[src/hdl/ole_pkg.sv]
// Types and constants of the ordered list engine.
package ole_pkg;

  // Field widths
  localparam int OPC_W  = 3;
  localparam int POS_W  = 9;
  localparam int DATA_W = 32;
  localparam int STS_W  = 2;
  localparam int CNT9_W = 9;

  // Stream widths (fields packed from bit 0, padded to whole bytes)
  localparam int IN_TDATA_W  = 48;
  localparam int OUT_TDATA_W = 48;

  // Opcodes
  localparam logic [OPC_W-1:0] OP_INSERT = 3'd0;
  localparam logic [OPC_W-1:0] OP_DELETE = 3'd1;
  localparam logic [OPC_W-1:0] OP_GET    = 3'd2;
  localparam logic [OPC_W-1:0] OP_PRED   = 3'd3;
  localparam logic [OPC_W-1:0] OP_SUCC   = 3'd4;
  localparam logic [OPC_W-1:0] OP_CLEAR  = 3'd5;
  // Cell command with no effect on the chain
  localparam logic [OPC_W-1:0] OP_NONE   = 3'd7;

  // Status codes
  localparam logic [STS_W-1:0] ST_OK   = 2'd0;
  localparam logic [STS_W-1:0] ST_MISS = 2'd1;
  localparam logic [STS_W-1:0] ST_FULL = 2'd2;

  // Command broadcast to every cell during a sweep
  typedef struct packed {
    logic [OPC_W-1:0]  op;
    logic [DATA_W-1:0] key;
  } cmd_t;

  // Token that walks the chain one cell per cycle
  typedef struct packed {
    logic              active;
    logic              found;
    logic              ok;
    logic [DATA_W-1:0] result;
    logic [DATA_W-1:0] carry;
  } tok_t;

endpackage

[src/hdl/ole_cell.sv]
// One list cell: holds one entry and acts on the token as it passes.
module ole_cell #(
  parameter int INDEX = 0,
  parameter int PW    = 10
) (
  input  logic                       clk,
  input  logic                       rst,
  input  ole_pkg::cmd_t              cmd,
  input  logic [PW-1:0]              start,
  input  logic [PW-1:0]              len,
  input  logic [ole_pkg::DATA_W-1:0] left_val,
  input  logic [ole_pkg::DATA_W-1:0] right_val,
  input  ole_pkg::tok_t              tok_in,
  output ole_pkg::tok_t              tok_out,
  output logic [ole_pkg::DATA_W-1:0] store_val
);

  localparam logic [PW-1:0] IDX      = PW'(INDEX);
  localparam logic [PW-1:0] IDX_NEXT = PW'(INDEX + 1);

  logic [ole_pkg::DATA_W-1:0] store;
  logic [ole_pkg::DATA_W-1:0] store_next;
  ole_pkg::tok_t              tok_next;
  logic                       match;

  assign store_val = store;

  // First-match test for predecessor and successor searches
  assign match = tok_in.active && !tok_in.found && (IDX < len) && (store == cmd.key);

  // Cell action while the token sits here
  always_comb begin
    tok_next   = tok_in;
    store_next = store;
    if (tok_in.active) begin
      case (cmd.op)
        ole_pkg::OP_INSERT: begin
          if (IDX >= start) begin
            store_next    = (IDX == start) ? cmd.key : tok_in.carry;
            tok_next.carry = store;
          end
        end
        ole_pkg::OP_DELETE: begin
          if (IDX >= start) begin
            store_next = right_val;
          end
          if (IDX == start) begin
            tok_next.result = store;
            tok_next.ok     = 1'b1;
          end
        end
        ole_pkg::OP_GET: begin
          if (IDX == start) begin
            tok_next.result = store;
            tok_next.ok     = 1'b1;
          end
        end
        ole_pkg::OP_PRED: begin
          tok_next.found = tok_in.found | match;
          if (match && (IDX != '0)) begin
            tok_next.result = left_val;
            tok_next.ok     = 1'b1;
          end
        end
        ole_pkg::OP_SUCC: begin
          tok_next.found = tok_in.found | match;
          if (match && (IDX_NEXT < len)) begin
            tok_next.result = right_val;
            tok_next.ok     = 1'b1;
          end
        end
        default: begin
          tok_next = tok_in;
        end
      endcase
    end
  end

  // Entry storage
  always_ff @(posedge clk) begin
    store <= store_next;
  end

  // Token stage
  always_ff @(posedge clk) begin
    if (rst) begin
      tok_out.active <= 1'b0;
    end else begin
      tok_out <= tok_next;
    end
  end

endmodule

[config.mk]
export PLATFORM = sky130hd
export DESIGN_NAME = ole_cell
export DESIGN_NICKNAME = d
export VERILOG_FILES = /design/src/hdl/ole_pkg.sv /design/src/hdl/ole_cell.sv
export SDC_FILE = /design/constraint.sdc
export NUM_CORES = 1
export LEC_CHECK = 0
export BUFFER_PORTS_ARGS = -buffer_cell sky130_fd_sc_hd__clkbuf_2
export CORE_MARGIN = 5
export CORE_UTILIZATION = 39
export DETAILED_ROUTE_END_ITERATION = 10
export GPL_TIMING_DRIVEN = 0
export PLACE_DENSITY = 0.74
export SLEW_MARGIN = 20
export SYNTH_ARGS = -nofsm -noshare
export SYNTH_HDL_FRONTEND = slang
export SYNTH_SLANG_ARGS = --single-unit
[constraint.sdc]
create_clock -name clk -period 15.03 [get_ports clk]
set_input_delay 2.2545 -clock clk [delete_from_list [all_inputs] [get_ports clk]]
set_output_delay 2.2545 -clock clk [all_outputs]
set_load 0.03 [all_outputs]
==> summary.md, run 1 <==
| Metric | Value |
|---|---|
| Status | `finished clean` |
| Iteration-0 DRC Markers | `684` |
| Initial antenna violation count | `0` |
| Largest net degree at the start of global routing | `37` |
| First-pass GRT wire length | `around 30000 um` |
| Area contributors post-synth | `edfxtp_1 55%, mux2_2 6.3%, a222oi_1 6.0%` |
| Fmax | `~220 MHz` |
| DP HPWL | `approximately 15000 um` |
| Synth Cell Area | `~5400 um^2` |
| Cell taking the most area after synthesis | `edfxtp_1` |
| DIE HEIGHT | `between 100 and 150 um` |
| Fin crit share | `a little under a third` |
| Per-cell routed wire length | `approximately 23 um` |
| Max_cap viols | `0` |
| H-tree depth | `3` |
| Vias in the first global route | `~5300` |
| Async SR Flop Fraction | `0%` |
| Synthesized flop and latch total | `99` |
| Top Ports | `approximately 290` |
| Hold WC Path Type | `flop to flop` |
| YS warnings | `0` |
| Drt pass-1 iters | `7` |
| Met2 Usage GRT | `a little over two fifths` |
| Core Rows | `42` |
| Number of synthesized flops with an enable pin | `just under 100` |
| Reg-to-reg critical path startpoint | `store_val[11]$_DFFE_PP_` |
| Routed Antenna Nets | `0` |
| Final Worst Setup Slack | `10.44 ns` |
| CTS Sinks | `99` |
| Port bufs | `253` |
| Core Area | `between 10000 and 15000 um^2` |
| Synth cell types | `35` |
| Reg2Reg Capture Point | `tok_out[39]$_DFFE_PN_` |
| Die width | `approximately 130 um` |
| Syn nets | `620` |
| Fillers | `about 1200` |
| Root Driver | `clkbuf_16` |
| Busiest grt layer | `met2` |
| Hold depth | `1` |
| Met1 GRT Util | `between 20 and 30%` |
| CTS tree | `yes` |
| Multi-input gate area | `roughly 2200 um^2` |
| Clock Latency Late Sink | `around 0.34 ns` |
| VDD IR max | `about 61 uV` |
| CTS Buf Count | `9` |
| Final non-filler cell area | `7194 um^2` |
| Post-cts sizing count | `0` |
| PwrDens | `between 90 and 100 nW/um^2` |
| Arrival time at the worst endpoint | `4.63 ns` |
| Most common cell after layout, fill and taps aside | `clkbuf_2` |
| # Post-CTS Setup Buffers | `0` |
| Total power draw | `roughly 670 uW` |
| Slew HR | `between 30% and 40%` |
| Grt met3 use | `5.843%` |
| Max-slew violations | `0` |
| Leakage | `3.152 nW` |
| Pre-CTS setup slack | `between 10 and 15 ns` |
| Dominant synthesized flop cell | `edfxtp_1` |
| Die Area | `between 15000 and 20000 um^2` |
| Most frequent cells in the layout | `253 x clkbuf_2, 98 x edfxtp_1, 34 x nand2_1, 33 x a21oi_1` |
| Worst Tran Pin Value | `0.9320 ns` |
| Layout cells sized above 1 | `45.06%` |
| Clk buf depth | `2` |
| Diode count | `0` |
| Final WL | `slightly above 20000 um` |
| Max Clock Skew | `~0.0058 ns` |
| Worst Path Required | `15.07 ns` |
| Syn Inst Count | `432` |
| Nets | `~890` |
| Placed Area | `6917 um^2` |
| Vias | `about 5200` |
| CP max FO | `10` |
| Element type at the critical path start | `input port` |
| Final hold violations | `0` |
| Post-route DRC violation count | `0` |
| Crit path time final | `about 4.6 ns` |
| Mapped Avg Cell Area | `roughly 12 um^2` |
| Setup Viol. Count Final | `0` |
| Share of the synthesized area in the top cell type | `approximately 55%` |
| Worst reg-to-reg path cell count | `7` |
| Hold Startpoint | `store_val[6]$_DFFE_PP_` |
| R2R Setup Slk | `roughly 12 ns` |
| Sequential fraction of the synthesis area | `55.21%` |
| Via density | `5.867` |
| All-Layer GR Usage | `roughly a quarter` |
| RePlAce Congestion | `0.9393` |
| Gr ovfl total | `0` |
| Starting density of the core | `between 40% and 50%` |
| Area delta synth->final | `34.06%` |
| CTS Hold Bufs | `0` |
| WS Path Type | `input port to flop` |
| Register area | `between 2000 and 3000 um^2` |
| RSZ-0062 raised after global routing | `false` |
| Hold EP | `tok_out[6]$_DFFE_PN_` |
| Setup_tns | `0 ns` |
| Worst setup EP type | `flop` |
| Clock Pin Slew Worst Setup and Hold Paths | `around 0.07 ns` |
-- worst max-delay path, stage by stage --
cell and delay (ns):
clkbuf_2 0.08, nor4_1 0.26, nand3_1 0.16, buf_4 0.22, buf_1 0.41, nor4b_2 0.74, buf_4 0.28, buf_2 0.22
-- layer usage --
metal | wire, um | vias to the layer above
li1 | - | 2284
met1 | 7492 | 2459
met2 | 10110 | 404
met3 | 2224 | 39
met4 | 408 | 0
met5 | 0 | -
-- cell families after synthesis --
kind of cell,Yosys count,synth area share [%]
AO/OA/AOI/OAI,134,17.18
flip-flops,99,55.21
AND/OR/NAND/NOR,65,6.528
multiplexers,64,12.68
buffers and inverters,37,3.008
XOR/XNOR,33,5.386
-- registers in the layout (all words and copies together), names as in the netlist --
register   cells
tok_out       67
store_val     32
-- worst max-delay path by stage --
stage / start / end / slack [ns] / depth (start not counted)
6_report: start[5] / store_val[7]$_DFFE_PP_ / 10.44 / 8
5_1_grt: start[1] / store_val[12]$_DFFE_PP_ / 10.29 / 8
4_1_cts: start[1] / store_val[14]$_DFFE_PP_ / 10.41 / 8
3_5_place_dp: start[1] / store_val[14]$_DFFE_PP_ / 10.05 / 8
3_3_place_gp: start[5] / store_val[4]$_DFFE_PP_ / 5.23 / 6
2_1_floorplan: start[1] / store_val[0]$_DFFE_PP_ / 8.00 / 5
-- area by class of cell --
cell class,count,area share [%]
repair buffers,260,18.37
flip-flops and latches,99,41.18
plain buffers,34,2.087
inverters,3,0.1913
well taps,176,3.061
multi-input cells,296,31.25
clock buffers,12,3.287
clock inverters,4,0.5739
-- synth_stat cells, drive strengths merged (2+ instances only) --
cell,count
a222oi,32
nor4,10
a21o,2
inv,3
xor2,24
mux2i,32
o21ai,34
nor2,4
a22oi,32
nand3,3
a21oi,33
buf,15
xnor2,9
nor3b,3
edfxtp,98
nor3,3
clkbuf,19
nand4,3
nand2,34
mux2,32
-- through the flow --
step,hold WS [ns],utilization (%),instances
floorplan,0.8441,-,432
global placement,0.6665,51.34,861
detailed placement,0.6670,51.82,868
CTS,0.6904,53.90,884
global route,0.7295,53.90,884
finish,0.6928,53.90,884
-- power breakdown --
group / switching (mW) / internal (mW) / total [mW]
Sequential: 0.00449 / 0.322 / 0.326
Clock: 0.100 / 0.128 / 0.228
Combinational: 0.0744 / 0.0431 / 0.117
Total: 0.179 / 0.492 / 0.671
No activity file was read; power rests on OpenSTA's default activity.
==> run 2: changes to the inputs <==
Settings changed: PLACE_DENSITY 0.74 to 0.77.
Clock period 15.03 ns to 4.05 ns, I/O delays scaled along.
==> run 2 against run 1 <==
Critical path depth decreased by 1. First-iteration DRC count up 4.2%. Die area is the same. Setup slack got worse by 9.4 ns. Flip-flop and latch count stayed put. Global-route usage down 0.11 points. Cell count fell by 0.34%. Core utilization fell by 0.056 points. Total power increased to 3.6 times the previous value. Wire length shrank 0.94%. Non-clock buffer count decreased by 3. Critical endpoint is now tok_out[42]$_DFFE_PN_.
==> summary.md, run 2 (same netlist as run 1, synthesis figures left out) <==
| Metric | Value |
|---|---|
| Routed Antenna Nets | `0` |
| Final non-filler cell area | `slightly above 7000 um^2` |
| Final hold violations | `0` |
| First-pass GRT wire length | `29790 um` |
| Nets | `~890` |
| Max-slew violations | `0` |
| Final WL | `20040 um` |
| Leakage | `about 3.1 nW` |
| Crit path launch | `store_val[30]$_DFFE_PP_` |
| WS Path Type | `flop to flop` |
| Hold Startpoint | `rst` |
| Area delta synth->final | `33.92%` |
| Biggest register | `tok_out` |
| Max Clock Skew | `0.009827 ns` |
| Register area | `about 3000 um^2` |
| CP max FO | `10` |
| Per-cell routed wire length | `between 20 and 25 um` |
| Worst Tran Pin Value | `0.9141 ns` |
| Drt pass-1 iters | `8` |
| Diode count | `0` |
| VDD IR max | `around 170 uV` |
| Post-route DRC violation count | `0` |
| Worst reg-to-reg path cell count | `7` |
| Root Driver | `clkbuf_16` |
| Vias in the first global route | `~5300` |
| Number of flip-flops under the largest register name | `between 60 and 70` |
| Top Ports | `between 200 and 300` |
| Clock Pin Slew Worst Setup and Hold Paths | `around 0.070 ns` |
| Fin crit share | `74.52%` |
| RSZ-0062 raised after global routing | `false` |
| CTS tree | `yes` |
| Reg2Reg Capture Point | `tok_out[42]$_DFFE_PN_` |
| Multi-input gate area | `~2300 um^2` |
| RePlAce Congestion | `0.8699` |
| DIE HEIGHT | `approximately 130 um` |
| Initial antenna violation count | `1` |
| # Post-CTS Setup Buffers | `0` |
| Setup_tns | `0 ns` |
| Fmax | `between 300 and 400 MHz` |
| Gr ovfl total | `0` |
| Slew HR | `approximately 39%` |
| CTS Hold Bufs | `0` |
| Layout cells sized above 1 | `between 40% and 50%` |
| Hold EP | `tok_out[66]$_SDFF_PP0_` |
| Vias | `about 5200` |
| DP HPWL | `approximately 15000 um` |
| Element type at the critical path start | `flop` |
| Die width | `127.3 um` |
| Core Area | `roughly 13000 um^2` |
| Core Rows | `42` |
| Most frequent cells in the layout | `253 x clkbuf_2, 98 x edfxtp_1, 34 x nand2_1, 33 x a21oi_1` |
| Clock Latency Late Sink | `0.35 ns` |
| Starting density of the core | `between 40 and 50%` |
| Clk buf depth | `2` |
| Reg-to-reg critical path startpoint | `store_val[30]$_DFFE_PP_` |
| Max_cap viols | `0` |
| Fillers | `~1200` |
| Most common cell after layout, fill and taps aside | `clkbuf_2` |
| R2R Setup Slk | `around 1.0 ns` |
| All-Layer GR Usage | `between 20% and 30%` |
| Status | `finished clean` |
| Crit path time final | `between 3 and 4 ns` |
| Placed Area | `slightly below 7000 um^2` |
| Via density | `between 5 and 6` |
| Hold depth | `2` |
| Arrival time at the worst endpoint | `roughly 3.2 ns` |
| Port bufs | `253` |
| Worst setup EP type | `flop` |
| CTS Buf Count | `9` |
| Iteration-0 DRC Markers | `713` |
| H-tree depth | `3` |
| CTS Sinks | `a little under 100` |
| Hold WC Path Type | `input port to flop` |
| Die Area | `approximately 16000 um^2` |
| PwrDens | `approximately 340 nW/um^2` |
| Largest net degree at the start of global routing | `36` |
| Worst Path Required | `roughly 4.2 ns` |
| Post-cts sizing count | `0` |
| Setup Viol. Count Final | `0` |
run 2: cell count changes in the layout (fill, tap and decap cells not counted):
cell,before,now
clkbuf_1,22,19
clkinv_4,0,1
nor4b_4,0,1
bufinv_16,1,0
clkinv_1,3,1
clkinv_2,0,2
clkinvlp_4,0,3
buf_6,0,1
nor4b_2,1,0
buf_2,13,9
run 2: worst max-delay path by stage:
stage                         endpoint  cells past startpoint
6_report         tok_out[42]$_DFFE_PN_                      7
3_5_place_dp     tok_out[43]$_DFFE_PN_                      8
3_3_place_gp   store_val[16]$_DFFE_PP_                      6
5_1_grt          tok_out[52]$_DFFE_PN_                      7
4_1_cts          tok_out[43]$_DFFE_PN_                      7
2_1_floorplan   store_val[0]$_DFFE_PP_                      5
run 2: through the flow:
step	hold WS [ns]	power, mW	util, %	worst slack (ns)	cells
after CTS	0.4582	2.456	53.84	1.035	881
after global routing	0.4619	2.539	53.84	0.8693	881
after global placement	0.6518	1.654	51.39	-1.129	861
final	0.4689	2.445	53.84	1.032	881
after floorplan	0.6791	1.469	-	0.2615	432
after detailed placement	0.6936	1.667	51.82	0.8143	865
run 2: where the power goes:
group	switching (mW)	internal, mW	leakage (nW)
combinational	0.276	0.160	2.08
clock	0.384	0.413	0.125
sequential	0.0181	1.19	0.933
total	0.678	1.77	3.13
run 2: final cells by class:
cell class / instances / area share [%]
Buffer: 34 / 2.089
Clock buffer: 9 / 3.134
Clock inverter: 7 / 0.6267
Inverter: 3 / 0.1915
Multi-Input combinational cell: 296 / 31.41
Sequential cell: 99 / 41.23
Tap cell: 176 / 3.064
Timing Repair Buffer: 257 / 18.26
run 2: worst max-delay path, cell delays in order (launching register included):
cell,delay [ns]
edfxtp_1,0.46
xor2_1,0.21
nor4_1,0.46
nand4_1,0.24
nor4_2,0.53
nand2_1,0.29
clkbuf_1,0.34
a22oi_1,0.30
run 2: per-layer routing:
layer	track usage [%]	up-vias	share of wire [%]	wire length, um
met1	30.29	2431	38	7645
met4	8.013	2	2.1	412
met3	5.634	33	11	2126
li1	-	2289	-	-
met5	0	-	0.065	13
met2	40.32	403	49	9843
