File: src/hdl/ole_pkg.sv
// Types and constants of the ordered list engine.
package ole_pkg;

  // Field widths
  localparam int OPC_W  = 3;
  localparam int POS_W  = 9;
  localparam int DATA_W = 32;
  localparam int STS_W  = 2;
  localparam int CNT9_W = 9;

  // Stream widths (fields packed from bit 0, padded to whole bytes)
  localparam int IN_TDATA_W  = 48;
  localparam int OUT_TDATA_W = 48;

  // Opcodes
  localparam logic [OPC_W-1:0] OP_INSERT = 3'd0;
  localparam logic [OPC_W-1:0] OP_DELETE = 3'd1;
  localparam logic [OPC_W-1:0] OP_GET    = 3'd2;
  localparam logic [OPC_W-1:0] OP_PRED   = 3'd3;
  localparam logic [OPC_W-1:0] OP_SUCC   = 3'd4;
  localparam logic [OPC_W-1:0] OP_CLEAR  = 3'd5;
  // Cell command with no effect on the chain
  localparam logic [OPC_W-1:0] OP_NONE   = 3'd7;

  // Status codes
  localparam logic [STS_W-1:0] ST_OK   = 2'd0;
  localparam logic [STS_W-1:0] ST_MISS = 2'd1;
  localparam logic [STS_W-1:0] ST_FULL = 2'd2;

  // Command broadcast to every cell during a sweep
  typedef struct packed {
    logic [OPC_W-1:0]  op;
    logic [DATA_W-1:0] key;
  } cmd_t;

  // Token that walks the chain one cell per cycle
  typedef struct packed {
    logic              active;
    logic              found;
    logic              ok;
    logic [DATA_W-1:0] result;
    logic [DATA_W-1:0] carry;
  } tok_t;

endpackage

File: src/hdl/ole_ctrl.sv
// Control: stream handshakes, length, position checks, sweep launch and result.
module ole_ctrl #(
  parameter int CAPACITY = 256,
  parameter int PW       = 10
) (
  input  logic                           clk,
  input  logic                           rst,
  input  logic                           s_tvalid,
  output logic                           s_tready,
  input  logic [ole_pkg::IN_TDATA_W-1:0] s_tdata,
  output logic                           m_tvalid,
  input  logic                           m_tready,
  output logic [ole_pkg::OUT_TDATA_W-1:0] m_tdata,
  output ole_pkg::cmd_t                  cmd,
  output logic [PW-1:0]                  start,
  output logic [PW-1:0]                  len,
  output ole_pkg::tok_t                  tok_launch,
  input  ole_pkg::tok_t                  tok_last
);

  localparam int CNT_W = $clog2(CAPACITY + 1);

  localparam logic [1:0] S_IDLE  = 2'd0;
  localparam logic [1:0] S_BUSY  = 2'd1;
  localparam logic [1:0] S_DRAIN = 2'd2;

  logic [1:0]                     state;
  logic [CNT_W-1:0]               length;
  logic [CNT_W-1:0]               length_next;
  logic                           launch;
  logic [ole_pkg::STS_W-1:0]      pre_status;
  logic [ole_pkg::STS_W-1:0]      status_next;
  logic                           use_chain;
  logic                           use_chain_next;
  logic [ole_pkg::OPC_W-1:0]      op_next;
  logic [ole_pkg::DATA_W-1:0]     pend_result;
  logic                           pend_ok;
  logic [ole_pkg::STS_W-1:0]      fin_status;
  logic [PW+ole_pkg::CNT9_W-1:0]  cnt_wide;
  logic                           out_load;

  // Input fields
  logic [ole_pkg::OPC_W-1:0]  in_opcode;
  logic [ole_pkg::POS_W-1:0]  in_position;
  logic [ole_pkg::DATA_W-1:0] in_value;
  logic [PW-1:0]              pos_x;
  logic                       full;
  logic                       ins_pos_ok;
  logic                       rd_pos_ok;

  assign in_opcode   = s_tdata[2:0];
  assign in_position = s_tdata[11:3];
  assign in_value    = s_tdata[43:12];

  assign s_tready = (state == S_IDLE);
  assign len      = PW'(length);
  assign pos_x    = PW'(in_position);
  assign full     = (len == PW'(CAPACITY));
  assign ins_pos_ok = (pos_x != '0) && (pos_x <= len + PW'(1));
  assign rd_pos_ok  = (pos_x != '0) && (pos_x <= len);

  assign tok_launch = '{active: launch, found: 1'b0, ok: 1'b0,
                        result: '0, carry: '0};

  // Decode of an incoming transaction
  always_comb begin
    op_next        = ole_pkg::OP_NONE;
    status_next    = ole_pkg::ST_MISS;
    use_chain_next = 1'b0;
    length_next    = length;
    unique case (in_opcode)
      ole_pkg::OP_INSERT: begin
        if (ins_pos_ok) begin
          if (full) begin
            status_next = ole_pkg::ST_FULL;
          end else begin
            status_next = ole_pkg::ST_OK;
            op_next     = ole_pkg::OP_INSERT;
            length_next = length + CNT_W'(1);
          end
        end
      end
      ole_pkg::OP_DELETE: begin
        if (rd_pos_ok) begin
          status_next = ole_pkg::ST_OK;
          op_next     = ole_pkg::OP_DELETE;
          length_next = length - CNT_W'(1);
        end
      end
      ole_pkg::OP_GET: begin
        if (rd_pos_ok) begin
          status_next = ole_pkg::ST_OK;
          op_next     = ole_pkg::OP_GET;
        end
      end
      ole_pkg::OP_PRED: begin
        op_next        = ole_pkg::OP_PRED;
        use_chain_next = 1'b1;
      end
      ole_pkg::OP_SUCC: begin
        op_next        = ole_pkg::OP_SUCC;
        use_chain_next = 1'b1;
      end
      ole_pkg::OP_CLEAR: begin
        status_next = ole_pkg::ST_OK;
        length_next = '0;
      end
      default: begin
        status_next = ole_pkg::ST_MISS;
      end
    endcase
  end

  assign out_load = (state == S_DRAIN) && (!m_tvalid || m_tready);

  // Control state
  always_ff @(posedge clk) begin
    if (rst) begin
      state    <= S_IDLE;
      length   <= '0;
      launch   <= 1'b0;
      m_tvalid <= 1'b0;
    end else begin
      // Launch pulse in the cycle after an accepted transaction
      launch <= (state == S_IDLE) && s_tvalid;
      // Result register: set on load, cleared once taken
      if (out_load) begin
        m_tvalid <= 1'b1;
      end else if (m_tready) begin
        m_tvalid <= 1'b0;
      end
      unique case (state)
        S_IDLE: begin
          if (s_tvalid) begin
            length <= length_next;
            state  <= S_BUSY;
          end
        end
        S_BUSY: begin
          if (tok_last.active) begin
            state <= S_DRAIN;
          end
        end
        S_DRAIN: begin
          if (out_load) begin
            state <= S_IDLE;
          end
        end
        default: begin
          state <= S_IDLE;
        end
      endcase
    end
  end

  // Final status and count
  assign fin_status = use_chain ? (pend_ok ? ole_pkg::ST_OK : ole_pkg::ST_MISS) : pre_status;
  assign cnt_wide   = (PW + ole_pkg::CNT9_W)'(length);

  // Command, pending result and output payload
  always_ff @(posedge clk) begin
    if (s_tvalid && s_tready) begin
      cmd.op     <= op_next;
      cmd.key    <= in_value;
      start      <= pos_x - PW'(1);
      pre_status <= status_next;
      use_chain  <= use_chain_next;
    end
    if ((state == S_BUSY) && tok_last.active) begin
      pend_result <= tok_last.result;
      pend_ok     <= tok_last.ok;
    end
    if (out_load) begin
      m_tdata <= {4'd0, (length == '0), cnt_wide[ole_pkg::CNT9_W-1:0],
                  pend_result, fin_status};
    end
  end

endmodule

File: config.mk
export PLATFORM = sky130hd
export DESIGN_NAME = ole_ctrl
export DESIGN_NICKNAME = d
export VERILOG_FILES = /design/src/hdl/ole_pkg.sv /design/src/hdl/ole_ctrl.sv
export SDC_FILE = /design/constraint.sdc
export NUM_CORES = 1
export LEC_CHECK = 0
export ABC_AREA = 1
export BUFFER_PORTS_ARGS = -buffer_cell sky130_fd_sc_hd__buf_2
export CORE_ASPECT_RATIO = 1.5
export CORE_MARGIN = 2
export CORE_UTILIZATION = 47
export CTS_CLUSTER_SIZE = 20
export DETAILED_ROUTE_END_ITERATION = 10
export PLACE_DENSITY = 0.81
export SETUP_SLACK_MARGIN = 0.05
export SLEW_MARGIN = 0
export SYNTH_ARGS = -nofsm -noshare
export SYNTH_HDL_FRONTEND = slang
export SYNTH_SLANG_ARGS = --single-unit
File: constraint.sdc
create_clock -name clk -period 3.9 [get_ports clk]
set_clock_uncertainty 0.15 [all_clocks]
set_input_delay 0.585 -clock clk [delete_from_list [all_inputs] [get_ports clk]]
set_output_delay 0.585 -clock clk [all_outputs]
set_load 0.01 [all_outputs]
==> results of run 1 <==
[placed cells by master, fill, tap and decap left out, types with 3 or more instances in the layout]
cell type                   netlist  routed
sky130_fd_sc_hd__ha_1            28      28
sky130_fd_sc_hd__nand4_1          5       5
sky130_fd_sc_hd__conb_1           1      71
sky130_fd_sc_hd__nand3_1         23      23
sky130_fd_sc_hd__dfxtp_1         13      13
sky130_fd_sc_hd__buf_2            0     182
sky130_fd_sc_hd__inv_6            0       4
sky130_fd_sc_hd__xnor2_1          7       7
sky130_fd_sc_hd__buf_4           72       3
sky130_fd_sc_hd__o21ai_0          6       6
sky130_fd_sc_hd__inv_1           45      44
sky130_fd_sc_hd__nand3_2          4       4
sky130_fd_sc_hd__nor2_1          37      36
sky130_fd_sc_hd__edfxtp_1       125     125
sky130_fd_sc_hd__xor2_1          10      10
sky130_fd_sc_hd__clkbuf_16        0      17
sky130_fd_sc_hd__nor3_1           4       3
sky130_fd_sc_hd__a21oi_1         24      24
sky130_fd_sc_hd__bufinv_16        0       3
sky130_fd_sc_hd__nand2_1         60      60
[power by group through the flow]
stage / Combinational, mW / Clock [mW] / Sequential, mW
final: 0.298 / 1.66 / 1.71
after global routing: 0.331 / 1.75 / 1.71
after CTS: 0.298 / 1.68 / 1.71
after detailed placement: 0.295 / 0 / 1.74
after global placement: 0.282 / 0 / 1.73
after floorplan: 0.201 / 0 / 1.76
[sequential cells by signal, summed over array words and instances (netlist names)]
register / cells
pre_status: 2
start: 10
launch: 1
length: 9
m_tvalid: 1
state: 2
pend_result: 32
pend_ok: 1
m_tdata: 44
use_chain: 1
cmd: 35
[per-stage QoR]
stage	power, mW	area (µm²)	setup WS [ns]	hold WS, ns	cells
4_1_cts	3.69	7640	0.751	0.176	862
2_1_floorplan	1.96	6450	0.347	0.250	560
3_3_place_gp	2.02	7030	0.905	0.251	830
3_5_place_dp	2.03	7030	0.794	0.255	830
6_report	3.67	7640	0.710	0.190	862
5_1_grt	3.79	7640	0.386	0.169	862
[routing by layer]
layer | global-route usage, % | share of wire [%] | vias to the layer above
li1 | - | - | 1960
met1 | 20.0 | 35 | 1956
met2 | 34.3 | 54 | 234
met3 | 5.36 | 7.9 | 35
met4 | 8.70 | 3.1 | 0
met5 | 0 | 0 | -
[worst paths after layout]
kind / start / cells past startpoint / endpoint
worst min-delay path: tok_last[43] / 1 / pend_result[11]$_DFFE_PP_
worst max-delay path: length[0]$_SDFFE_PP0P_ / 17 / length[7]$_SDFFE_PP0P_
worst max register to register: length[0]$_SDFFE_PP0P_ / 17 / length[7]$_SDFFE_PP0P_
worst min register to register: pend_result[30]$_DFFE_PP_ / 0 / m_tdata[32]$_DFFE_PP_
[logic make-up (layout without fill, tap and decap cells)]
logic type               count (synthesis)  in the layout
other                                    1             71
buffers and inverters                  120            263
AND/OR/NAND/NOR                        144            144
XOR/XNOR                                17             17
AO/OA/AOI/OAI                           41             41
adder cells (fa/ha/maj)                 29             29
flip-flops                             138            138
[area by class of cell]
cell class                 instances  area (µm²)  share of cell area, %
tap                              159         199                   2.60
sequential                       138        4010                   52.5
clock buffer                      18         429                   5.61
clock inverter                    14         185                   2.42
inverter                          46         173                   2.26
timing repair buffer             185         933                   12.2
multi-input combinational        302        1710                   22.4
[critical path, cell delays in order, from the launching register on]
cell,delay (ns)
sky130_fd_sc_hd__dfxtp_1,0.63
sky130_fd_sc_hd__ha_1,0.27
sky130_fd_sc_hd__nand2_1,0.08
sky130_fd_sc_hd__nor2_1,0.24
sky130_fd_sc_hd__nand3_1,0.12
sky130_fd_sc_hd__xor2_1,0.15
sky130_fd_sc_hd__inv_1,0.06
sky130_fd_sc_hd__ha_1,0.31
sky130_fd_sc_hd__nand2_1,0.06
sky130_fd_sc_hd__nor2_1,0.15
sky130_fd_sc_hd__nand3_1,0.09
sky130_fd_sc_hd__nand3_1,0.10
sky130_fd_sc_hd__nand3_2,0.10
sky130_fd_sc_hd__nand3_2,0.10
sky130_fd_sc_hd__nand2_4,0.11
sky130_fd_sc_hd__nand2_4,0.16
sky130_fd_sc_hd__nand2_1,0.07
sky130_fd_sc_hd__a21oi_1,0.14
==> results.md, run 1 <==
- Buffer cell driving the clock tree root: sky130_fd_sc_hd__clkbuf_16
- MaxCap Viol Count: 0
- Combinational group share of total power: 8.1%
- Boundary Pins: 291
- # port buffers: 182
- Synthesis-to-finish area growth: 23.6%
- Element type at the critical path end: register
- Worst slew pin tran: 1.24 ns
- Via count of the first global-routing pass: 4033
- Startpoint kind of the worst setup timing path: register
- Power Dens Cells: 480 nW/µm²
- Share of final-layout standard cells stronger than drive strength 1: 32.9%
- DPL Wire Length: 9.95 mm
- Clock tree from TritonCTS: done
- Overall routed net length: 13.6 mm
- Die H: 145 µm
- Post-synthesis compound-gate area fraction: 3.86%
- CTS hold repair buffers: 0
- Sequential element share of the synthesized area: 64.9%
- Total net switching power: 857 µW
- Power share of the clock group: 45.3%
- Cts repair resizes: 0
- Total Negative Setup Slacks: 0 ns
- Maximum ir drop on the vdd rail: 0.000218 V
- Synth cell count leaders: sky130_fd_sc_hd__edfxtp_1, sky130_fd_sc_hd__buf_4, sky130_fd_sc_hd__nand2_1
- Relative contribution of sequential cells to total power: 46.5%
- Maximum number of buffers from clock root to sink: 2
- Outcome: complete, no violations
- Synth Register Bits: 138
- Class of the most critical setup path: reg2reg
- Most instantiated library cell after synthesis: sky130_fd_sc_hd__edfxtp_1
- Data arrival, critical path: 3.38 ns
- Average detailed-routed wire length per instance: 15.8 µm
- CTS sink cnt: 138
- Synthesized cell area: 6190 µm²
- Final global-route overflow total: 0
- Critical Path Fanout Max: 12
- DR vias: 4185
- Highest attainable clock frequency: 313 MHz
- Number of nets in the layout: 838
- Clock-pin transition on the worst setup and hold timing paths: 0.06 ns
- Final hold violation count: 0
- # diodes: 0
- Unrepaired setup endpoints after global routing: no
- Number of nets still failing antenna checks after routing: 0
- H-Tree Depth: 4
- Async set-reset flop share out of synthesis: 0%
- Leakage power of the design: 3.38 nW
- Number of pins exceeding their max-slew limit in the final report: 0
- Clock latency at the later pin of the worst-skew pair: 0.42 ns
- Area contributors post-synth: sky130_fd_sc_hd__edfxtp_1, sky130_fd_sc_hd__buf_4, sky130_fd_sc_hd__ha_1
- Number of setup violations in the final report: 0
- Post-synth top area share: 60.7%
- Largest family of logic cells by synthesized area: buffers and inverters
- Number of clock buffers inserted by TritonCTS: 17
- Effective utilization at floorplan: 48.0%
- Rows: 51
- Via-per-instance ratio: 4.85
- Data required time of the critical path: 4.09 ns
- Internal power summed over all cells: 2.81 mW
- Die Wd: 97.7 µm
- Main synth FF type: sky130_fd_sc_hd__edfxtp_1
- Number of synthesized flops with an enable pin: 125
- Mean area per synthesized cell: 12.6 µm²
- Final design utilization: 59.3%
- Total GRT Usage: 18.8%
- Share of synthesized cell area in full adder, half adder and majority cells: 5.99%
- Yosys warns: 0
- Final min period: 3.19 ns
- Number of optimization iterations in the first detailed-route pass: 4
- Number of unique standard cell types used by synthesis: 36
- Largest net degree at the start of global routing: 46
- Cell count after synthesis: 490
- Antenna violations before repair: 0
- Share of the clock period used by the worst path: 81.8%
- Fill cells: 1022
- Cell type contributing the most total cell area after synthesis: sky130_fd_sc_hd__edfxtp_1
- Area fraction in and, or, nand and nor cells after synthesis: 10.9%
- Floorplan die area: 14100 µm²
- Number of DRC violations after detailed routing: 0
- Portion of netlist area occupied by mux cells: 0%
- Wire length of the first global-routing pass: 20.3 mm
- Sw Ratio: 23.4%
- Share of the synthesized netlist area taken by xor and xnor gates: 2.41%
- Core Region: 12900 µm²
- Register-to-register path setup slack: 0.71 ns
- Weighted congestion at the end of routability-driven global placement: 0.926
- Starting DRT DRC Count: 222
- # Post-CTS Setup Buffers: 0
- Min-Delay Path Class: in2reg
- Worst slew margin relative to its limit: 17.1%
No activity file was read; power rests on OpenSTA's default activity.
==> run 2: changes to the inputs <==
Clock period 3.9 ns to 3.24 ns, I/O delays scaled along.
==> run 2 against run 1 <==
  * Cell count up 0.81%
  * Core utilization up 0.20 points
  * Power up 17%
  * Critical path type unchanged
  * Largest power group unchanged
==> results.md, run 2 (synthesis results as in run 1) <==
- Outcome: complete, no violations
- Boundary Pins: 291
- Worst slew margin relative to its limit: 58.9%
- Die Wd: 97.7 µm
- DPL Wire Length: 10.1 mm
- Clock tree from TritonCTS: done
- Biggest regs: m_tdata x44, cmd x35, pend_result x32
- Worst path top cell family by delay: simple AND/OR/NAND/NOR gates
- Overall routed net length: 13.3 mm
- Core Region: 12900 µm²
- Source of the worst register-to-register timing path: length[0]$_SDFFE_PP0P_
- Weighted congestion at the end of routability-driven global placement: 0.819
- Number of setup violations in the final report: 0
- Floorplan die area: 14100 µm²
- Total GRT Usage: 18.2%
- Number of nets still failing antenna checks after routing: 0
- Number of optimization iterations in the first detailed-route pass: 6
- CP Cell Sequence: ha_1 > nand2_1 > nor2_1 > nand3_1 > xor2_1 > inv_1 > ha_1 > nand2_1 > nor2_1 > nand3_1 > nand3_1 > nand3_2 > nand3_2 > nand2_4 > nand2_4 > nand2_1 > nand2_1 > nor2_1
- Startpoint kind of the worst setup timing path: register
- Min-Delay Path Class: in2reg
- Effective utilization at floorplan: 48.0%
- Data required time of the critical path: 3.40 ns
- Total Negative Setup Slacks: 0 ns
- Maximum number of buffers from clock root to sink: 2
- Wire length of the first global-routing pass: 19.6 mm
- Worst slew pin tran: 0.617 ns
- # Post-CTS Setup Buffers: 0
- Highest attainable clock frequency: 363 MHz
- Standard cell with the maximum stage delay on the critical path: sky130_fd_sc_hd__dfxtp_1
- Met3 layer usage reported by global route: 5.03%
- Class of the most critical setup path: reg2reg
- Number of nets in the layout: 844
- CTS sink cnt: 138
- GR met2 Demand/Resource: 33.6%
- Final hold violation count: 0
- Synthesis-to-finish area growth: 24.0%
- Power Dens Cells: 559 nW/µm²
- Clock-pin transition on the worst setup and hold timing paths: 0.06 ns
- Share of the clock period used by the worst path: 85.0%
- Hold Slack: 0.0884 ns
- Number of DRC violations after detailed routing: 0
- Number of clock buffers inserted by TritonCTS: 17
- Clock latency at the later pin of the worst-skew pair: 0.42 ns
- Average detailed-routed wire length per instance: 15.2 µm
- Via count of the first global-routing pass: 3965
- Path depth of the worst reg2reg path: 18
- Data arrival, critical path: 2.92 ns
- Die H: 145 µm
- Register-to-register path setup slack: 0.49 ns
- Unrepaired setup endpoints after global routing: no
- Most frequent cells in the layout: sky130_fd_sc_hd__buf_2, sky130_fd_sc_hd__edfxtp_1, sky130_fd_sc_hd__conb_1
- Antenna violations before repair: 0
- Met1 global-route usage: 18.8%
- Maximum ir drop on the vdd rail: 0.000333 V
- MaxCap Viol Count: 0
- Number of pins exceeding their max-slew limit in the final report: 0
- Cts repair resizes: 0
- CTS hold repair buffers: 0
- Leakage power of the design: 3.40 nW
- Rows: 51
- Element type at the critical path end: register
- # port buffers: 182
- Final global-route overflow total: 0
- Final min period: 2.75 ns
- Most common cell after layout, fill and taps aside: sky130_fd_sc_hd__buf_2
- Most common cell on crit path: sky130_fd_sc_hd__nand2_1
- Endpoint of the most critical register-to-register path: length[8]$_SDFFE_PP0P_
- Largest net degree at the start of global routing: 49
- Via-per-instance ratio: 4.78
- Largest register by flop count: m_tdata
- Non-Filler Cell Area, Final: 7670 µm²
- Critical Path Fanout Max: 12
- Routing layer with the top usage in global route: met2
- Total cell area at the placement stage: 7080 µm²
- Buffer cell driving the clock tree root: sky130_fd_sc_hd__clkbuf_16
- CP Launch Point: length[0]$_SDFFE_PP0P_
- Critical Path Max Stage Delay: 0.34 ns
- Number of flip-flops under the largest register name: 44
- Critical path depth in cells: 18
- H-Tree Depth: 4
- Critical path capture point: length[8]$_SDFFE_PP0P_
- Share of final-layout standard cells stronger than drive strength 1: 33.6%
- Starting DRT DRC Count: 238
- DR vias: 4150
- Buf/Inv on CP: 1
- Design Power: 4.29 mW
[run 2: how the worst min path moves through the flow]
stage / cells after the start / to / from
floorplan: 0 / m_tdata[10]$_DFFE_PP_ / pend_result[8]$_DFFE_PP_
global placement: 0 / m_tdata[5]$_DFFE_PP_ / pend_result[3]$_DFFE_PP_
detailed placement: 0 / m_tdata[16]$_DFFE_PP_ / pend_result[14]$_DFFE_PP_
CTS: 1 / pend_result[23]$_DFFE_PP_ / tok_last[55]
global route: 1 / pend_result[13]$_DFFE_PP_ / tok_last[45]
finish: 1 / pend_result[23]$_DFFE_PP_ / tok_last[55]
[run 2: routing by layer]
metal	up-vias	share of wire [%]
met5	-	0
met4	0	3.0
met3	31	8.4
met2	223	55
met1	1929	34
li1	1967	-
[run 2: area by class of cell]
class | count | area, µm²
Tap cell | 159 | 199
Timing Repair Buffer | 191 | 978
Multi-Input combinational cell | 302 | 1720
Sequential cell | 138 | 4010
Fill cell | 1036 | 5220
Inverter | 46 | 173
Clock inverter | 15 | 161
Antenna cell | 1 | 2.50
Clock buffer | 17 | 425
[run 2: power by group]
| group | internal (mW) | switching, mW | leakage [nW] | total, mW |
|---|---|---|---|---|
| logic | 0.126 | 0.239 | 1.85 | 0.365 |
| registers | 2.03 | 0.0226 | 1.27 | 2.05 |
| clock network | 1.09 | 0.786 | 0.283 | 1.87 |
| total | 3.24 | 1.05 | 3.40 | 4.29 |
[run 2: metrics by stage]
step                      util (%)  worst slack (ns)  instances
after floorplan                  -             0.213        560
after global placement        54.9             0.485        836
after detailed placement      54.9             0.323        836
after CTS                     59.5             0.471        868
after global routing          59.5             0.109        868
final                         59.5             0.486        869
==> run 3: changes to the inputs <==
Settings changed: ABC_AREA 1 to default.
==> run 3 against run 2 <==
  * Worst setup slack lost 0.29 ns
  * Critical path depth shrank 6
  * Clock power is essentially flat
  * Largest power group unchanged
==> results.md, run 3 <==
- Outcome: complete, no violations
- Final global-route overflow total: 0
- MaxCap Viol Count: 0
- CTS hold repair buffers: 0
- DPL Wire Length: 10.1 mm
- Sequential element share of the synthesized area: 65.3%
- Total Negative Setup Slacks: 0 ns
- Cell type contributing the most total cell area after synthesis: sky130_fd_sc_hd__edfxtp_1
- Average detailed-routed wire length per instance: 16.3 µm
- Clock tree from TritonCTS: done
- Power Dens Cells: 556 nW/µm²
- Detailed-routed wire length on met3: 991 µm
- Main synth FF type: sky130_fd_sc_hd__edfxtp_1
- Class of the most critical setup path: reg2reg
- Die H: 144 µm
- Via count of the first global-routing pass: 3977
- Most instantiated library cell after synthesis: sky130_fd_sc_hd__edfxtp_1
- Final min period: 3.04 ns
- Yosys warns: 0
- Boundary Pins: 291
- Final hold violation count: 0
- Total cell area at the placement stage: 7050 µm²
- Number of nets still failing antenna checks after routing: 0
- H-Tree Depth: 4
- Worst slew pin tran: 0.783 ns
- DR vias: 4011
- Async set-reset flop share out of synthesis: 0%
- Number of clock buffers inserted by TritonCTS: 17
- Post-synth top area share: 61.1%
- Relative contribution of sequential cells to total power: 48.1%
- Total net switching power: 1.07 mW
- Cell count after synthesis: 433
- Core Region: 12900 µm²
- Most common cell after layout, fill and taps aside: sky130_fd_sc_hd__buf_2
- Floorplan die area: 14000 µm²
- Synth cell count leaders: sky130_fd_sc_hd__edfxtp_1, sky130_fd_sc_hd__buf_4, sky130_fd_sc_hd__ha_1
- Number of pins exceeding their max-slew limit in the final report: 0
- Startpoint kind of the worst setup timing path: register
- Number of nets in the layout: 790
- Maximum ir drop on the vdd rail: 0.000281 V
- # port buffers: 182
- Clock-pin transition on the worst setup and hold timing paths: 0.07 ns
- Effective utilization at floorplan: 47.7%
- Sw Ratio: 25.1%
- Most frequent cells in the layout: sky130_fd_sc_hd__buf_2, sky130_fd_sc_hd__edfxtp_1, sky130_fd_sc_hd__conb_1
- Weighted congestion at the end of routability-driven global placement: 0.804
- Die Wd: 97.3 µm
- Number of flip-flops under the largest register name: 44
- Buffer cell driving the clock tree root: sky130_fd_sc_hd__clkbuf_16
- Critical Path Fanout Max: 8
- Via-per-instance ratio: 4.93
- Power share of the clock group: 43.1%
- Overall routed net length: 13.3 mm
- Largest register by flop count: m_tdata
- Min-Delay Path Class: in2reg
- # diodes: 0
- Non-Filler Cell Area, Final: 7670 µm²
- Synthesis-to-finish area growth: 24.8%
- Unrepaired setup endpoints after global routing: yes
- Routed length on met1: 4.74 mm
- Clock latency at the later pin of the worst-skew pair: 0.41 ns
- Wire length of the first global-routing pass: 19.6 mm
- Combinational group share of total power: 8.8%
- Maximum number of buffers from clock root to sink: 2
- Biggest regs: m_tdata x44, cmd x35, pend_result x32
- Share of the clock period used by the worst path: 93.9%
- Largest net degree at the start of global routing: 50
- Leakage power of the design: 3.23 nW
- Number of unique standard cell types used by synthesis: 55
- Share of final-layout standard cells stronger than drive strength 1: 37.6%
- Starting DRT DRC Count: 194
- Data required time of the critical path: 3.45 ns
- Number of setup violations in the final report: 0
- Number of synthesized flops with an enable pin: 125
- Antenna violations before repair: 0
- Area contributors post-synth: sky130_fd_sc_hd__edfxtp_1, sky130_fd_sc_hd__buf_4, sky130_fd_sc_hd__ha_1
- Total GRT Usage: 18.1%
- Synth Register Bits: 138
- Highest attainable clock frequency: 329 MHz
- Rows: 51
- Number of optimization iterations in the first detailed-route pass: 4
- Number of DRC violations after detailed routing: 0
- Met2 Wirelength: 7.26 mm
- Uppermost routed layer: met4
- Worst slew margin relative to its limit: 47.6%
- CTS sink cnt: 138
- Data arrival, critical path: 3.25 ns
- Mean area per synthesized cell: 14.2 µm²
- Synthesized cell area: 6140 µm²
- Internal power summed over all cells: 3.19 mW
- Element type at the critical path end: register
run 3: changes by cell type in the layout (fill, tap and decap cells not counted), sizes merged, moves of 4 or more:
| cell | delta |
|---|---|
| nand2b | +14 |
| xor2 | -4 |
| a21oi | -15 |
| nor3 | +5 |
| mux2i | +7 |
| nand2 | -45 |
| nand3 | -17 |
| nor2 | -22 |
| buf | +6 |
| a211oi | +4 |
| inv | -23 |
| xnor2 | +4 |
run 3: path summary, 6_finish.rpt:
kind / start / to / slack [ns] / cells after the start
worst max register to register: length[1]$_SDFFE_PP0P_ / length[7]$_SDFFE_PP0P_ / 0.20 / 12
worst min-delay path: tok_last[47] / pend_result[15]$_DFFE_PP_ / 0.09 / 1
worst max-delay path: length[1]$_SDFFE_PP0P_ / length[7]$_SDFFE_PP0P_ / 0.20 / 12
worst min register to register: pend_result[30]$_DFFE_PP_ / m_tdata[32]$_DFFE_PP_ / 0.26 / 0
run 3: per-stage QoR:
step | total power [mW] | util, % | cells | hold WS, ns | worst slack, ns
after floorplan | 2.36 | - | 503 | 0.250 | 0.216
after global placement | 2.44 | 54.7 | 780 | 0.251 | 0.205
after detailed placement | 2.46 | 54.7 | 780 | 0.255 | 0.131
after CTS | 4.28 | 59.2 | 812 | 0.0780 | 0.134
after global routing | 4.42 | 59.5 | 814 | 0.0702 | 0.0184
final | 4.26 | 59.5 | 814 | 0.0929 | 0.198
run 3: kinds of logic (layout without fill, tap and decap cells):
family	count (synthesis)	count (layout)	synth area share [%]
muxes	7	7	1.14
AOI/OAI and AO/OA	51	51	6.29
adders and majority gates	29	29	6.03
DFF	138	138	65.3
buffers and inverters	96	248	10.4
and+or+nand+nor	94	94	8.27
xor gates and xnor gates	17	17	2.42
other	1	71	0.0611
run 3: cell type report:
class | instances | area [µm²]
clock buffers | 17 | 425
repair buffers | 197 | 1030
inverters | 19 | 71.3
flip-flops and latches | 138 | 4010
multi-input cells | 269 | 1780
clock inverters | 15 | 148
well taps | 159 | 199
fillers | 1008 | 5220
run 3: power groups by stage:
stage | clock network [mW] | logic (mW) | registers (mW)
finish | 1.84 | 0.375 | 2.05
global route | 1.95 | 0.411 | 2.06
floorplan | 0 | 0.241 | 2.12
detailed placement | 0 | 0.366 | 2.09
CTS | 1.86 | 0.368 | 2.05
global placement | 0 | 0.350 | 2.09
run 3: worst max-delay path: stages (launching register included):
cell	delay, ns
sky130_fd_sc_hd__dfxtp_1	0.33
sky130_fd_sc_hd__buf_4	0.17
sky130_fd_sc_hd__and4_1	0.21
sky130_fd_sc_hd__nand2_1	0.10
sky130_fd_sc_hd__xnor2_1	0.16
sky130_fd_sc_hd__ha_1	0.31
sky130_fd_sc_hd__nand4_1	0.16
sky130_fd_sc_hd__a21oi_2	0.20
sky130_fd_sc_hd__a2111oi_4	0.06
sky130_fd_sc_hd__buf_4	0.15
sky130_fd_sc_hd__o41a_4	0.49
sky130_fd_sc_hd__a311oi_1	0.35
sky130_fd_sc_hd__a31o_1	0.14
run 3: timing repair:
item                       in CTS  in global routing
hold endpoints to repair        0                  0
gates resized for setup         0                  6
buffers inserted                0                  2
setup endpoints to repair       0                  2
run 3: layer usage:
layer	global-route usage (%)	vias up
met5	0	-
met4	8.19	0
met3	5.70	24
met2	34.2	217
met1	18.0	1899
li1	-	1871
